--- src/hw/rtl/dns_name_syntax_checker_unit_assert.svh ---
// Assertion macros shared by the DNS name checker RTL.
`ifndef DNS_NAME_SYNTAX_CHECKER_UNIT_ASSERT_SVH
`define DNS_NAME_SYNTAX_CHECKER_UNIT_ASSERT_SVH

// Same-cycle implication, checked out of reset.
`define DNSC_ASSERT_NOW(lbl, ante, cons, msg) \
    lbl: assert property (@(posedge i_clk) disable iff (!i_rst_n) (ante) |-> (cons)) \
        else $error(msg);

// Next-cycle implication, checked out of reset.
`define DNSC_ASSERT_NEXT(lbl, ante, cons, msg) \
    lbl: assert property (@(posedge i_clk) disable iff (!i_rst_n) (ante) |=> (cons)) \
        else $error(msg);

`endif

--- src/hw/rtl/dnsc_pkg.sv ---
// Types, constants and helpers of the DNS name checker.
`default_nettype none
package dnsc_pkg;

    localparam int MAX_NAME   = 255;
    localparam int MAX_LABEL  = 63;
    localparam int FIFO_DEPTH = 4;

    localparam int CH_W    = 8;
    localparam int CNT_W   = 9;
    localparam int KINDS_W = 10;
    localparam int PEND_W  = 3;
    localparam logic [CNT_W-1:0] CNT_MAX = {CNT_W{1'b1}};

    localparam logic [CH_W-1:0] CH_DOT    = 8'h2E;
    localparam logic [CH_W-1:0] CH_HYPHEN = 8'h2D;
    localparam logic [CH_W-1:0] CH_STAR   = 8'h2A;

    localparam logic OP_CHAR = 1'b0;
    localparam logic OP_END  = 1'b1;

    // error_kinds bit positions
    localparam int ERR_EMPTY     = 0;
    localparam int ERR_TOO_LONG  = 1;
    localparam int ERR_NOT_ROOT  = 2;
    localparam int ERR_LBL_LONG  = 3;
    localparam int ERR_BLANK     = 4;
    localparam int ERR_LEAD_HYP  = 5;
    localparam int ERR_TRAIL_HYP = 6;
    localparam int ERR_STAR_MIX  = 7;
    localparam int ERR_ILLEGAL   = 8;
    localparam int ERR_WILDCARD  = 9;

    // pending label kinds
    localparam int PK_LEAD = 0;
    localparam int PK_STAR = 1;
    localparam int PK_ILL  = 2;

    typedef struct packed {
        logic            op_end;
        logic            is_dot;
        logic            is_hyphen;
        logic            is_star;
        logic            is_alnum;
        logic            rec;
        logic [CH_W-1:0] ch;
    } t_cls;

    function automatic logic is_alnum(input logic [CH_W-1:0] c);
        logic r;
        r = (c >= 8'h30 && c <= 8'h39) || (c >= 8'h41 && c <= 8'h5A)
            || (c >= 8'h61 && c <= 8'h7A);
        return r;
    endfunction

    function automatic logic [CNT_W-1:0] sat_add(input logic [CNT_W-1:0] a,
                                                 input logic [CNT_W:0] b);
        logic [CNT_W+1:0] s;
        s = {2'b00, a} + {1'b0, b};
        return (s > {2'b00, CNT_MAX}) ? CNT_MAX : s[CNT_W-1:0];
    endfunction

endpackage
`default_nettype wire

--- src/hw/rtl/dnsc_front.sv ---
// Input side: accepts items and classifies each character.
`default_nettype none
module dnsc_front (
    input  wire logic                        i_in_valid,
    output logic                             o_in_stall,
    input  wire logic                        i_op,
    input  wire logic [dnsc_pkg::CH_W-1:0]   i_ch,
    input  wire logic                        i_record_mode,
    input  wire logic                        i_fifo_full,
    output logic                             o_push,
    output dnsc_pkg::t_cls                   o_cls
);

    assign o_in_stall = i_fifo_full;
    assign o_push     = i_in_valid && !i_fifo_full;

    always_comb begin
        o_cls.op_end    = (i_op == dnsc_pkg::OP_END);
        o_cls.is_dot    = (i_ch == dnsc_pkg::CH_DOT);
        o_cls.is_hyphen = (i_ch == dnsc_pkg::CH_HYPHEN);
        o_cls.is_star   = (i_ch == dnsc_pkg::CH_STAR);
        o_cls.is_alnum  = dnsc_pkg::is_alnum(i_ch);
        o_cls.rec       = i_record_mode;
        o_cls.ch        = i_ch;
    end

endmodule
`default_nettype wire

--- src/hw/rtl/dnsc_fifo.sv ---
// Short queue of classified items between front and back.
`default_nettype none
`include "dns_name_syntax_checker_unit_assert.svh"
module dnsc_fifo (
    input  wire logic            i_clk,
    input  wire logic            i_rst_n,
    input  wire logic            i_push,
    input  wire dnsc_pkg::t_cls  i_din,
    input  wire logic            i_pop,
    output dnsc_pkg::t_cls       o_dout,
    output logic                 o_empty,
    output logic                 o_full
);

    localparam int DEPTH = dnsc_pkg::FIFO_DEPTH;
    localparam int PW    = (DEPTH > 1) ? $clog2(DEPTH) : 1;
    localparam int CW    = $clog2(DEPTH + 1);
    localparam logic [PW-1:0] LAST = PW'(DEPTH - 1);
    localparam logic [CW-1:0] FULL = CW'(DEPTH);

    dnsc_pkg::t_cls  r_mem [DEPTH];
    logic [PW-1:0]   r_wr_ptr;
    logic [PW-1:0]   r_rd_ptr;
    logic [CW-1:0]   r_count;
    logic            wr;
    logic            rd;

    assign o_empty = (r_count == '0);
    assign o_full  = (r_count == FULL);
    assign wr      = i_push && !o_full;
    assign rd      = i_pop && !o_empty;
    assign o_dout  = r_mem[r_rd_ptr];

    always_ff @(posedge i_clk) begin
        if (wr) begin
            r_mem[r_wr_ptr] <= i_din;
        end
    end

    always_ff @(posedge i_clk) begin
        if (!i_rst_n) begin
            r_wr_ptr <= '0;
            r_rd_ptr <= '0;
            r_count  <= '0;
        end else begin
            if (wr) begin
                r_wr_ptr <= (r_wr_ptr == LAST) ? '0 : r_wr_ptr + 1'b1;
            end
            if (rd) begin
                r_rd_ptr <= (r_rd_ptr == LAST) ? '0 : r_rd_ptr + 1'b1;
            end
            if (wr && !rd) begin
                r_count <= r_count + 1'b1;
            end else if (rd && !wr) begin
                r_count <= r_count - 1'b1;
            end
        end
    end

    `DNSC_ASSERT_NOW(a_cnt_range, 1'b1, r_count <= FULL, "queue count beyond depth")
    `DNSC_ASSERT_NOW(a_pop_nonempty, i_pop, !o_empty, "pop from empty queue")
    `DNSC_ASSERT_NEXT(a_full_holds, o_full && !i_pop, o_full, "full queue lost an item")

endmodule
`default_nettype wire

--- src/hw/rtl/dnsc_back.sv ---
// Back end: per-label checks, name verdict and output register.
`default_nettype none
`include "dns_name_syntax_checker_unit_assert.svh"
module dnsc_back (
    input  wire logic                             i_clk,
    input  wire logic                             i_rst_n,
    input  wire dnsc_pkg::t_cls                   i_cls,
    input  wire logic                             i_fifo_empty,
    output logic                                  o_pop,
    output logic                                  o_out_valid,
    input  wire logic                             i_out_stall,
    output logic [dnsc_pkg::KINDS_W-1:0]          o_error_kinds,
    output logic [dnsc_pkg::CNT_W-1:0]            o_problem_count,
    output logic [dnsc_pkg::CH_W-1:0]             o_first_bad_char,
    output logic                                  o_name_ok
);

    localparam int CNT_W   = dnsc_pkg::CNT_W;
    localparam int CH_W    = dnsc_pkg::CH_W;
    localparam int KINDS_W = dnsc_pkg::KINDS_W;
    localparam int PEND_W  = dnsc_pkg::PEND_W;
    localparam logic [CNT_W-1:0] MAX_NAME_C  = CNT_W'(dnsc_pkg::MAX_NAME);
    localparam logic [CNT_W-1:0] MAX_LABEL_C = CNT_W'(dnsc_pkg::MAX_LABEL);
    localparam logic [CNT_W:0]   ONE         = (CNT_W+1)'(1);

    logic [CNT_W-1:0]   r_name_len,  n_name_len;
    logic [CNT_W-1:0]   r_lbl_len,   n_lbl_len;
    logic               r_lbl_star,  n_lbl_star;
    logic               r_prev_hyp,  n_prev_hyp;
    logic [PEND_W-1:0]  r_pkinds,    n_pkinds;
    logic [CNT_W-1:0]   r_pcount,    n_pcount;
    logic [CH_W-1:0]    r_pbad,      n_pbad;
    logic [KINDS_W-1:0] r_ckinds,    n_ckinds;
    logic [CNT_W-1:0]   r_ccount,    n_ccount;
    logic [CH_W-1:0]    r_cbad,      n_cbad;
    logic               r_first_dot, n_first_dot;

    logic [KINDS_W-1:0] res_kinds;
    logic [CNT_W-1:0]   res_count;
    logic [CH_W-1:0]    res_bad;
    logic               take_end;
    logic [1:0]         lbl_probs;

    assign o_pop    = !i_fifo_empty && (!i_cls.op_end || !o_out_valid || !i_out_stall);
    assign take_end = o_pop && i_cls.op_end;

    always_comb begin
        n_name_len  = r_name_len;
        n_lbl_len   = r_lbl_len;
        n_lbl_star  = r_lbl_star;
        n_prev_hyp  = r_prev_hyp;
        n_pkinds    = r_pkinds;
        n_pcount    = r_pcount;
        n_pbad      = r_pbad;
        n_ckinds    = r_ckinds;
        n_ccount    = r_ccount;
        n_cbad      = r_cbad;
        n_first_dot = r_first_dot;
        res_kinds   = r_ckinds;
        res_count   = r_ccount;
        res_bad     = r_cbad;
        lbl_probs   = 2'(r_lbl_len > MAX_LABEL_C) + 2'(r_lbl_len == '0)
                      + 2'(r_prev_hyp && r_lbl_len != '0);

        if (o_pop && !i_cls.op_end) begin
            if (r_name_len == '0 && i_cls.is_dot) begin
                n_first_dot = 1'b1;
            end
            n_name_len = dnsc_pkg::sat_add(r_name_len, ONE);
            if (i_cls.is_dot) begin
                if (r_lbl_star) begin
                    if (!i_cls.rec) begin
                        n_ckinds[dnsc_pkg::ERR_WILDCARD] = 1'b1;
                        n_ccount = dnsc_pkg::sat_add(r_ccount, ONE);
                    end
                end else begin
                    if (r_lbl_len > MAX_LABEL_C) begin
                        n_ckinds[dnsc_pkg::ERR_LBL_LONG] = 1'b1;
                    end
                    if (r_lbl_len == '0) begin
                        n_ckinds[dnsc_pkg::ERR_BLANK] = 1'b1;
                    end
                    if (r_prev_hyp && r_lbl_len != '0) begin
                        n_ckinds[dnsc_pkg::ERR_TRAIL_HYP] = 1'b1;
                    end
                    if (r_pkinds[dnsc_pkg::PK_LEAD]) begin
                        n_ckinds[dnsc_pkg::ERR_LEAD_HYP] = 1'b1;
                    end
                    if (r_pkinds[dnsc_pkg::PK_STAR]) begin
                        n_ckinds[dnsc_pkg::ERR_STAR_MIX] = 1'b1;
                    end
                    if (r_pkinds[dnsc_pkg::PK_ILL]) begin
                        if (!r_ckinds[dnsc_pkg::ERR_ILLEGAL]) begin
                            n_cbad = r_pbad;
                        end
                        n_ckinds[dnsc_pkg::ERR_ILLEGAL] = 1'b1;
                    end
                    n_ccount = dnsc_pkg::sat_add(r_ccount,
                                   {1'b0, r_pcount} + (CNT_W+1)'(lbl_probs));
                end
                n_lbl_len  = '0;
                n_lbl_star = 1'b0;
                n_prev_hyp = 1'b0;
                n_pkinds   = '0;
                n_pcount   = '0;
                n_pbad     = '0;
            end else begin
                n_lbl_star = (r_lbl_len == '0) && i_cls.is_star;
                if (i_cls.is_hyphen) begin
                    if (r_lbl_len == '0) begin
                        n_pkinds[dnsc_pkg::PK_LEAD] = 1'b1;
                        n_pcount = dnsc_pkg::sat_add(r_pcount, ONE);
                    end
                end else if (!i_cls.is_alnum) begin
                    if (i_cls.rec && i_cls.is_star) begin
                        n_pkinds[dnsc_pkg::PK_STAR] = 1'b1;
                    end else begin
                        if (!r_pkinds[dnsc_pkg::PK_ILL]) begin
                            n_pbad = i_cls.ch;
                        end
                        n_pkinds[dnsc_pkg::PK_ILL] = 1'b1;
                    end
                    n_pcount = dnsc_pkg::sat_add(r_pcount, ONE);
                end
                n_prev_hyp = i_cls.is_hyphen;
                n_lbl_len  = dnsc_pkg::sat_add(r_lbl_len, ONE);
            end
        end else if (take_end) begin
            if (r_name_len == '0) begin
                res_kinds = KINDS_W'(1) << dnsc_pkg::ERR_EMPTY;
                res_count = CNT_W'(1);
                res_bad   = '0;
            end else if (r_name_len > MAX_NAME_C) begin
                res_kinds = KINDS_W'(1) << dnsc_pkg::ERR_TOO_LONG;
                res_count = CNT_W'(1);
                res_bad   = '0;
            end else if (r_name_len == CNT_W'(1) && r_first_dot) begin
                res_kinds = '0;
                res_count = '0;
                res_bad   = '0;
            end else if (r_lbl_len != '0) begin
                res_kinds[dnsc_pkg::ERR_NOT_ROOT] = 1'b1;
                res_count = dnsc_pkg::sat_add(r_ccount, ONE);
            end
            n_name_len  = '0;
            n_lbl_len   = '0;
            n_lbl_star  = 1'b0;
            n_prev_hyp  = 1'b0;
            n_pkinds    = '0;
            n_pcount    = '0;
            n_pbad      = '0;
            n_ckinds    = '0;
            n_ccount    = '0;
            n_cbad      = '0;
            n_first_dot = 1'b0;
        end
    end

    always_ff @(posedge i_clk) begin
        if (!i_rst_n) begin
            r_name_len  <= '0;
            r_lbl_len   <= '0;
            r_lbl_star  <= 1'b0;
            r_prev_hyp  <= 1'b0;
            r_pkinds    <= '0;
            r_pcount    <= '0;
            r_pbad      <= '0;
            r_ckinds    <= '0;
            r_ccount    <= '0;
            r_cbad      <= '0;
            r_first_dot <= 1'b0;
            o_out_valid <= 1'b0;
        end else begin
            r_name_len  <= n_name_len;
            r_lbl_len   <= n_lbl_len;
            r_lbl_star  <= n_lbl_star;
            r_prev_hyp  <= n_prev_hyp;
            r_pkinds    <= n_pkinds;
            r_pcount    <= n_pcount;
            r_pbad      <= n_pbad;
            r_ckinds    <= n_ckinds;
            r_ccount    <= n_ccount;
            r_cbad      <= n_cbad;
            r_first_dot <= n_first_dot;
            if (take_end) begin
                o_out_valid <= 1'b1;
            end else if (!i_out_stall) begin
                o_out_valid <= 1'b0;
            end
        end
    end

    always_ff @(posedge i_clk) begin
        if (take_end) begin
            o_error_kinds    <= res_kinds;
            o_problem_count  <= res_count;
            o_first_bad_char <= res_bad;
            o_name_ok        <= (res_count == '0);
        end
    end

    `DNSC_ASSERT_NOW(a_ok_matches, o_out_valid, o_name_ok == (o_problem_count == '0),
        "name_ok disagrees with problem count")
    `DNSC_ASSERT_NOW(a_bad_needs_ill, o_out_valid && o_first_bad_char != '0,
        o_error_kinds[dnsc_pkg::ERR_ILLEGAL], "bad char without illegal kind")
    `DNSC_ASSERT_NOW(a_empty_alone, o_out_valid && o_error_kinds[dnsc_pkg::ERR_EMPTY],
        o_problem_count == CNT_W'(1) && o_error_kinds == (KINDS_W'(1) << dnsc_pkg::ERR_EMPTY),
        "empty name must report alone")

endmodule
`default_nettype wire

--- src/hw/rtl/dns_name_syntax_checker_unit.sv ---
// Top level of the DNS name syntax checker.
//
// Input channel: one item per character of a fully qualified name (i_op = 0,
// character on i_ch), then one end item (i_op = 1). i_record_mode allows a lone
// wildcard label. An item is taken at a clock edge with i_in_valid high and
// o_in_stall low.
// Output channel: one result per end item on o_error_kinds, o_problem_count,
// o_first_bad_char and o_name_ok, taken at an edge with o_out_valid high and
// i_out_stall low. Character items give no result.
// Throughput: one item per cycle while the queue is not full. Every character
// only updates a few flags and counters in the back end, which retires one
// queued item per cycle, except that an end item waits while a result is held.
// Result path: an accepted end item is written into the queue, then popped by
// the back end into the output register, which raises o_out_valid.
// Stall: while a result waits, character items keep flowing; the next end item
// waits in the four-entry queue, and o_in_stall rises once that queue is full.
// Reset (i_rst_n low, synchronous): queue emptied, name state cleared, no
// result pending.
`default_nettype none
module dns_name_syntax_checker_unit (
    input  wire logic                              i_clk,
    input  wire logic                              i_rst_n,
    input  wire logic                              i_in_valid,
    output logic                                   o_in_stall,
    input  wire logic                              i_op,
    input  wire logic [dnsc_pkg::CH_W-1:0]         i_ch,
    input  wire logic                              i_record_mode,
    output logic                                   o_out_valid,
    input  wire logic                              i_out_stall,
    output logic [dnsc_pkg::KINDS_W-1:0]           o_error_kinds,
    output logic [dnsc_pkg::CNT_W-1:0]             o_problem_count,
    output logic [dnsc_pkg::CH_W-1:0]              o_first_bad_char,
    output logic                                   o_name_ok
);

    dnsc_pkg::t_cls push_cls;
    dnsc_pkg::t_cls pop_cls;
    logic           push;
    logic           pop;
    logic           fifo_full;
    logic           fifo_empty;

    dnsc_front u_front (
        .i_in_valid    (i_in_valid),
        .o_in_stall    (o_in_stall),
        .i_op          (i_op),
        .i_ch          (i_ch),
        .i_record_mode (i_record_mode),
        .i_fifo_full   (fifo_full),
        .o_push        (push),
        .o_cls         (push_cls)
    );

    dnsc_fifo u_fifo (
        .i_clk   (i_clk),
        .i_rst_n (i_rst_n),
        .i_push  (push),
        .i_din   (push_cls),
        .i_pop   (pop),
        .o_dout  (pop_cls),
        .o_empty (fifo_empty),
        .o_full  (fifo_full)
    );

    dnsc_back u_back (
        .i_clk            (i_clk),
        .i_rst_n          (i_rst_n),
        .i_cls            (pop_cls),
        .i_fifo_empty     (fifo_empty),
        .o_pop            (pop),
        .o_out_valid      (o_out_valid),
        .i_out_stall      (i_out_stall),
        .o_error_kinds    (o_error_kinds),
        .o_problem_count  (o_problem_count),
        .o_first_bad_char (o_first_bad_char),
        .o_name_ok        (o_name_ok)
    );

endmodule
`default_nettype wire

--- config.mk ---
export PLATFORM = sky130hd
export DESIGN_NAME = dns_name_syntax_checker_unit
export DESIGN_NICKNAME = d
export VERILOG_FILES = /design/src/hw/rtl/dnsc_pkg.sv /design/src/hw/rtl/dnsc_front.sv /design/src/hw/rtl/dnsc_fifo.sv /design/src/hw/rtl/dnsc_back.sv /design/src/hw/rtl/dns_name_syntax_checker_unit.sv
export VERILOG_INCLUDE_DIRS = /design/src /design/src/hw/rtl
export SDC_FILE = /design/constraint.sdc
export NUM_CORES = 1
export LEC_CHECK = 0
export ABC_AREA = 1
export BUFFER_PORTS_ARGS = -buffer_cell sky130_fd_sc_hd__buf_4
export CORE_ASPECT_RATIO = 0.8
export CORE_MARGIN = 1
export CORE_UTILIZATION = 40
export DETAILED_ROUTE_END_ITERATION = 16
export MAX_ROUTING_LAYER = met4
export SLEW_MARGIN = 20
export SYNTH_ARGS = -nofsm -noshare
export SYNTH_HDL_FRONTEND = slang
export SYNTH_SLANG_ARGS = --single-unit
--- constraint.sdc ---
create_clock -name i_clk -period 4.6 [get_ports i_clk]
set_clock_uncertainty 0.15 [all_clocks]
set_input_delay 0.23 -clock i_clk [delete_from_list [all_inputs] [get_ports i_clk]]
set_output_delay 0.23 -clock i_clk [all_outputs]
set_load 0.02 [all_outputs]
# [Word-level counts from Yosys, hierarchy flattened]
# Memories as Yosys holds them, arrays and structs flattened. A register that Yosys moved wholly into a read port is not among the register bits.
# Index checks and enable logic that the tools add are counted.
[word_totals] register_bits=101 ramBits=56 in_bits=14 word_cells=220 memories=1
[classes] addsub=12 n_lt_le_gt_ge=13 n_eq_ne=30 muxes=83 reduce_logical=51
[mem_list] memory="u_fifo.r_mem" depth=4 word_bits=14 rd=1 rd_ports_with_merged_regs=1 wr=1 line_no="dnsc_fifo.sv:21" text="dnsc_pkg::t_cls r_mem [DEPTH];"
[op_table] op="two-way mux 9 bit" n=24
[op_table] op="two-way mux 8 bit" n=16
[op_table] op="greater-than comparator 11 x 9 -> 1 bit (second input constant)" n=5
[op_table] op="adder 9 x 1 -> 10 bit (second input constant)" n=4
[op_table] op="two-way mux 10 bit" n=4
[op_table] op="AND reduction 4 bit" n=9
[op_table] op="zero test 9 bit" n=3
[op_table] op="equality test 8 x 6 -> 1 bit (second input constant)" n=3
[op_table] op="two-way mux 1 bit" n=24
[op_table] op="two-way mux 7 bit" n=3
[op_table] op="greater-or-equal comparator 8 x 7 -> 1 bit (second input constant)" n=2
[op_table] op="less-or-equal comparator 8 x 7 -> 1 bit (second input constant)" n=2
[op_table] op="logical AND 1 bit" n=16
[op_table] op="inequality test 2 x 1 -> 1 bit (second input constant)" n=8
[op_table] op="two-way mux 3 bit" n=5
[op_table] op="inequality test 3 x 2 -> 1 bit (second input constant)" n=5
[op_table] op="two-way mux 2 bit" n=6
[op_table] op="adder 9 x 10 -> 11 bit" n=1
[op_table] op="adder 9 x 2 -> 10 bit" n=1
[op_table] op="inequality test 2 bit (second input constant)" n=5
[op_table] op="AND reduction 5 bit" n=2
[op_table] op="equality test 9 x 1 -> 1 bit (second input constant)" n=1
[op_table] op="greater-than comparator 9 x 6 -> 1 bit (second input constant)" n=1
[op_table] op="greater-than comparator 9 x 8 -> 1 bit (second input constant)" n=1
[op_table] op="23 further kinds" n=38

# [Logic depth before layout (Yosys ltp)]
[depth] depth_word=10 ltp_mapped=21

# [Hierarchy]
# Synthesis repeated with hierarchy kept, for this count alone.
[unflattened] hier_cells=954 hier_area_um2=8070.2
[by_module_without_submodules] mod="dnsc_back" instances=1 cells_per_inst=705 area_per_inst_um2=5261.3
[by_module_without_submodules] mod="dnsc_fifo" instances=1 cells_per_inst=207 area_per_inst_um2=2600.0
[by_module_without_submodules] mod="dnsc_front" instances=1 cells_per_inst=42 area_per_inst_um2=209.0

# [Worst setup path before layout]
# No wires, ideal clock.
[synth_path] kind="register to register" from="reg u_back.r_lbl_len[0]" to="reg u_back.r_ccount[1]" t_arrival_ns=3.354 t_required_ns=4.393 slack_ns=1.039 path_stages_with_launch=22 n_path_buf=1 synth_period_minus_slack_ns=3.561 path_cell_list="dfxtp_1 -> inv_1 -> ha_1 -> nand2_1 -> nor2_1 -> nand2_1 -> buf_2 -> nand2_1 -> fa_1 -> fa_1 -> fa_1 -> inv_1 -> nand4_1 -> nand2_1 -> nand2_1 -> o21ai_0 -> nand2_1 -> nand3_1 -> nand2_1 -> nand2_1 -> o211ai_1 -> inv_2"
[synth_between] elab_chain_len=10 elab_cells_between_ends=13 cone_classes="add/sub: 4; order compare: 2; mux: 4; reduce/logical: 3"
[synth_lines] item="from (decl)" line_no="dnsc_back.sv:27" text="logic [CNT_W-1:0] r_lbl_len, n_lbl_len;"
[synth_lines] item="from (signal assigned)" line_no="dnsc_back.sv:175" text="r_lbl_len <= n_lbl_len;"
[synth_lines] item="greater-than comparator 9 x 6 -> 1 bit (tied with other cells)" line_no="dnsc_back.sv:62" text="lbl_probs = 2'(r_lbl_len > MAX_LABEL_C) + 2'(r_lbl_len == '0)"
[synth_lines] item="adder 1 x 1 -> 2 bit or logical AND 1 bit (tied branches)" line_no="dnsc_back.sv:62, dnsc_back.sv:63"
[synth_lines] item="adder 2 x 1 -> 2 bit (*)" line_no="dnsc_back.sv:63" text="+ 2'(r_prev_hyp && r_lbl_len != '0);"
[synth_lines] item="adder 9 x 2 -> 10 bit (*)" line_no="dnsc_back.sv:99" text="{1'b0, r_pcount} + (CNT_W+1)'(lbl_probs));"
[synth_lines] item="adder 9 x 10 -> 11 bit (*)" line_no="dnsc_pkg.sv:59" text="s = {2'b00, a} + {1'b0, b};"
[synth_lines] item="greater-than comparator 11 x 9 -> 1 bit" line_no="dnsc_pkg.sv:60" text="return (s > {2'b00, CNT_MAX}) ? CNT_MAX : s[CNT_W-1:0];"
[synth_lines] item="two-way mux 9 bit (*)" line_no="dnsc_pkg.sv:60"
[synth_lines] item="two-way mux 9 bit (*)" line_no="dnsc_back.sv:71" text="if (r_lbl_star) begin"
[synth_lines] item="two-way mux 9 bit (*)" line_no="dnsc_back.sv:70" text="if (i_cls.is_dot) begin"
[synth_lines] item="two-way mux 9 bit (*)" line_no="dnsc_back.sv:65" text="if (o_pop && !i_cls.op_end) begin"
[synth_lines] item="to (signal assigned)" line_no="dnsc_back.sv:182" text="r_ccount <= n_ccount;"
[synth_lines] item="to (decl)" line_no="dnsc_back.sv:34" text="logic [CNT_W-1:0] r_ccount, n_ccount;"
# Every way passes the cells marked *; elsewhere a longest branch is shown, timed or not. The select of a mux whose other input is x is not followed.
# A chain may end at the register's enable or synchronous reset.

# [Worst setup path in the final report]
[layout_path] from="reg u_back.r_lbl_len[2]" to="reg u_back.r_ccount[5]"
# Same word-level chain as after synthesis.

==> results.md <==
- Die width: 165 µm
- Final worst slack: 761 ps
- Largest net degree at the start of global routing: 45
- Post-synthesis async set-or-reset flop share: 0%
- CP endpoint: u_back.r_ccount[5]$_SDFFE_PN0P_
- Max incr delay on CP: 500 ps
- Combinational power share: 41.5%
- Vias: 6,728
- Unrepaired setup endpoints after global routing: false
- Vias in the first global route: 6,277
- 1st-iter DRT viols: 564
- Worst path buffer plus inverter count: 3
- Post-Synth Adder-Cell Area: 5.95%
- Gp weighted congestion: 0.894
- Number of library cell types mapped by synthesis: 51
- Worst Path Arrival: 4070 ps
- Outcome: completed
- Seq/Total Area, Yosys: 47.4%
- Worst path depth: 19
- Cts repair resizes: 0
- Met2 WL post-DR: 8.08 mm
- Initial antenna violation count: 0
- Clock root buffer: clkbuf_16
- Syn Area/Cell: 8.59 µm²
- FF-to-FF path depth: 19
- Crit Path Class: flip-flop to flip-flop
- CP Cell Sequence: nand3_1 > nor3_2 > nand3_1 > nand2_1 > inv_1 > fa_1 > fa_1 > fa_1 > inv_1 > nand4_1 > nand2_1 > nand2_1 > o21ai_0 > nand2_1 > nand2_1 > o21ai_0 > nand2_1 > nand2_1 > inv_1
- Cell taking the most area after synthesis: edfxtp_1
- EDFF count, synth: 84
- Hold Path Class: primary input to flip-flop
- Post-synthesis mux area share: 0%
- Syn Std Cell Area: 8490 µm²
- Total chip power: 5.91 mW
- Final #Nets: 1,097
- # IOs: 44
- Met3 wire len: 834 µm
- Clock Latency Late Sink: 440 ps
- Setup Slack @ Placement: 856 ps
- Yosys warns: 0
- Max Freq: 0.260 GHz
- Ranking of synthesized cells by area: edfxtp_1 30%, dfxtp_1 18%, nand2_1 9.0%
- Sw Pwr: 2.59 mW
- CTS sink cnt: 159
- Flops & latches, synth: 159
- Max cap viols: 0
- Die Y: 132 µm
- Wire per inst: 14.3 µm
- Residual DRC: 0
- # port buffers: 43
- Std cell rows: 47
- Crit-path most repeated cell: nand2_1
- FF-to-FF setup slack: 760 ps
- Slowest CP cell: fa_1
- PwrDens: 603 nW/µm²
- Fin crit share: 83.5%
- Clock Pin Slew Worst Setup and Hold Paths: 70 ps
- Layout cell share with drive strength beyond 1: 15.2%
- # diodes: 0
- Peak supply drop: 287 µV
- Most common flop cell mapped by yosys: edfxtp_1
- Slew headroom: 42.5%
- Final setup viols: 0
- Hold Buf Count CTS: 12
- Post-Synth Simple-Gate Area: 25.4%
- Internal: 3.32 mW
- Core ar.: 20,800 µm²
- Syn nets: 1,040
- Pre-antenna DRT Iters: 5
- Met1 wire length: 9.83 mm
- CTS tree: yes
- Worst Path Required: 4840 ps
- Compound-Gate Fraction of Synth Area: 12.1%
- Gr usage total: 19.1%
- Flop pwr share: 34.1%
- Delay-heaviest family, CP: adder cells
- Clock power frac: 24.4%
- Worst R2R End: u_back.r_ccount[5]$_SDFFE_PN0P_
- GRT overflow: 0
- Starting Density: 40.9%
- P&R area growth vs syn: 15.4%
- Slew @ Worst Pin: 860 ps
- Hold Vio Cnt, Final: 0
- Top cell type's share of synthesized area: 29.7%
- Global-route wire length before repair: 31.7 mm
- Maximum clock path buffer count: 2
- Post-Synth XOR/XNOR Area: 2.46%
- Top Metal Used: met4
- Worst r2r src: u_back.r_lbl_len[2]$_SDFFE_PN0P_
- CP Launch Type: flip-flop
- Leakage dissipation: 3.96 nW
- Fillers: 2,028
- Sw frac: 43.9%
- Max FO, Critical Path: 7
- DIE AREA: 21,800 µm²
- Setup repair bufs after CTS: 0
- CP Capture Type: flip-flop
- Minimum clock period: 3840 ps
- Largest family of logic cells by synthesized area: simple AND/OR/NAND/NOR gates
- Finished layout cell area: 9800 µm²
- Synthesized instance count: 988
- Final WL: 19.0 mm
- Dpl cell area: 9050 µm²
- Detail Placement HPWL: 13.2 mm
- TNS Setup: 0 ps
- Worst Setup SP: u_back.r_lbl_len[2]$_SDFFE_PN0P_
- Slew Viols, Final: 0
- ANT nets after route: 0
- Vias per cell: 5.07
- Total CTS buffers: 17
- Htree depth: 4
[cells in the final DEF, fill, tap and decap left out, types with 8 or more instances in the layout]
cell type | netlist | layout
nand3_1 | 77 | 77
dfxtp_1 | 75 | 75
o21ai_1 | 21 | 21
inv_1 | 90 | 90
inv_2 | 13 | 13
nand2_2 | 13 | 13
a21oi_1 | 77 | 77
xnor2_1 | 8 | 8
buf_4 | 3 | 52
o22ai_1 | 9 | 9
ha_1 | 34 | 34
a21oi_2 | 11 | 11
edfxtp_1 | 84 | 84
o21ai_0 | 46 | 46
clkbuf_16 | 0 | 17
nor3_1 | 12 | 12
nand4_1 | 11 | 11
nand2_1 | 204 | 204
xor2_1 | 14 | 14
dlygate4sd3_1 | 0 | 12
nor2_1 | 103 | 103
[layout make-up]
class                      count  area (µm²)  share of cell area [%]
sequential                   159        4020                    41.1
multi-input combinational    696        3890                    39.8
timing repair buffer          64         510                    5.21
clock buffer                  17         425                    4.34
inverter                     107         409                    4.18
tap                          269         337                    3.44
clock inverter                15         195                    1.99
[cell usage after synthesis (4+ instances only)]
master / n
a21oi_1: 77
a21oi_2: 11
buf_2: 11
clkbuf_1: 8
dfxtp_1: 75
edfxtp_1: 84
fa_1: 4
ha_1: 34
inv_1: 90
inv_2: 13
nand2_1: 204
nand2_2: 13
nand3_1: 77
nand3_2: 5
nand4_1: 11
nor2_1: 103
nor2_2: 4
nor2_4: 5
nor3_1: 12
nor3_2: 5
o21ai_0: 46
o21ai_1: 21
o22ai_1: 9
xnor2_1: 8
xor2_1: 14
[stage by stage]
step	utilization (%)	hold WS (ps)	instances
2_1_floorplan	-	179	988
3_3_place_gp	43.6	285	1283
3_5_place_dp	43.6	287	1283
4_1_cts	47.2	161	1327
5_1_grt	47.2	233	1327
6_report	47.2	157	1327
[flip-flops by register name, indices dropped and copies added (netlist names), named ones only]
| signal | cells |
|---|---|
| u_fifo.r_mem | 56 |
| u_back.r_ccount | 9 |
| u_back.o_problem_count | 9 |
| u_back.r_first_dot | 1 |
| u_back.r_lbl_len | 9 |
| u_back.r_pbad | 8 |
| u_back.r_pcount | 9 |
| u_back.o_first_bad_char | 8 |
| u_back.r_cbad | 8 |
| u_fifo.r_wr_ptr | 2 |
| u_back.o_name_ok | 1 |
| u_back.r_name_len | 9 |
| u_fifo.r_rd_ptr | 2 |
| u_back.o_error_kinds | 10 |
| u_back.r_pkinds | 3 |
| u_fifo.r_count | 3 |
| u_back.r_lbl_star | 1 |
| u_back.o_out_valid | 1 |
| u_back.r_prev_hyp | 1 |
| u_back.r_ckinds | 7 |
[worst min-delay path, cell delays in order]
cell and delay [ps]:
buf_4 100, inv_1 40, nor2_1 50, inv_1 180, a21oi_1 90
[per-layer routing]
layer	vias up	GRT usage, %
met5	-	-
met4	0	4.99
met3	18	3.81
met2	145	27.3
met1	3121	27.3
li1	3444	-
[how the worst min path moves through the flow]
stage	cells past startpoint	start	end
after floorplan	0	i_ch[0]	u_fifo.r_mem[0][0]$_DFFE_PP_
after global placement	1	i_record_mode	u_fifo.r_mem[3][8]$_DFFE_PP_
after detailed placement	1	i_record_mode	u_fifo.r_mem[2][8]$_DFFE_PP_
after CTS	5	i_in_valid	u_fifo.r_wr_ptr[1]$_SDFFE_PN0P_
after global routing	5	i_in_valid	u_fifo.r_wr_ptr[0]$_SDFFE_PN0P_
final	5	i_in_valid	u_fifo.r_wr_ptr[1]$_SDFFE_PN0P_
[logic make-up (layout without fill, tap and decap cells)]
kind of cell / after synthesis / count (layout)
fa+ha+maj: 38 / 38
flops: 159 / 159
simple gates: 456 / 456
compound gates: 179 / 179
buf+inv: 133 / 203
xor+xnor: 23 / 23
[power groups by stage]
stage,sequential [mW],combinational [mW],clock (mW)
finish,2.01,2.46,1.44
global route,2.05,2.73,1.53
CTS,2.01,2.48,1.47
detailed placement,2.05,2.46,0
global placement,2.04,2.45,0
floorplan,2.15,1.71,0
Power figures use the tool's default switching activity.
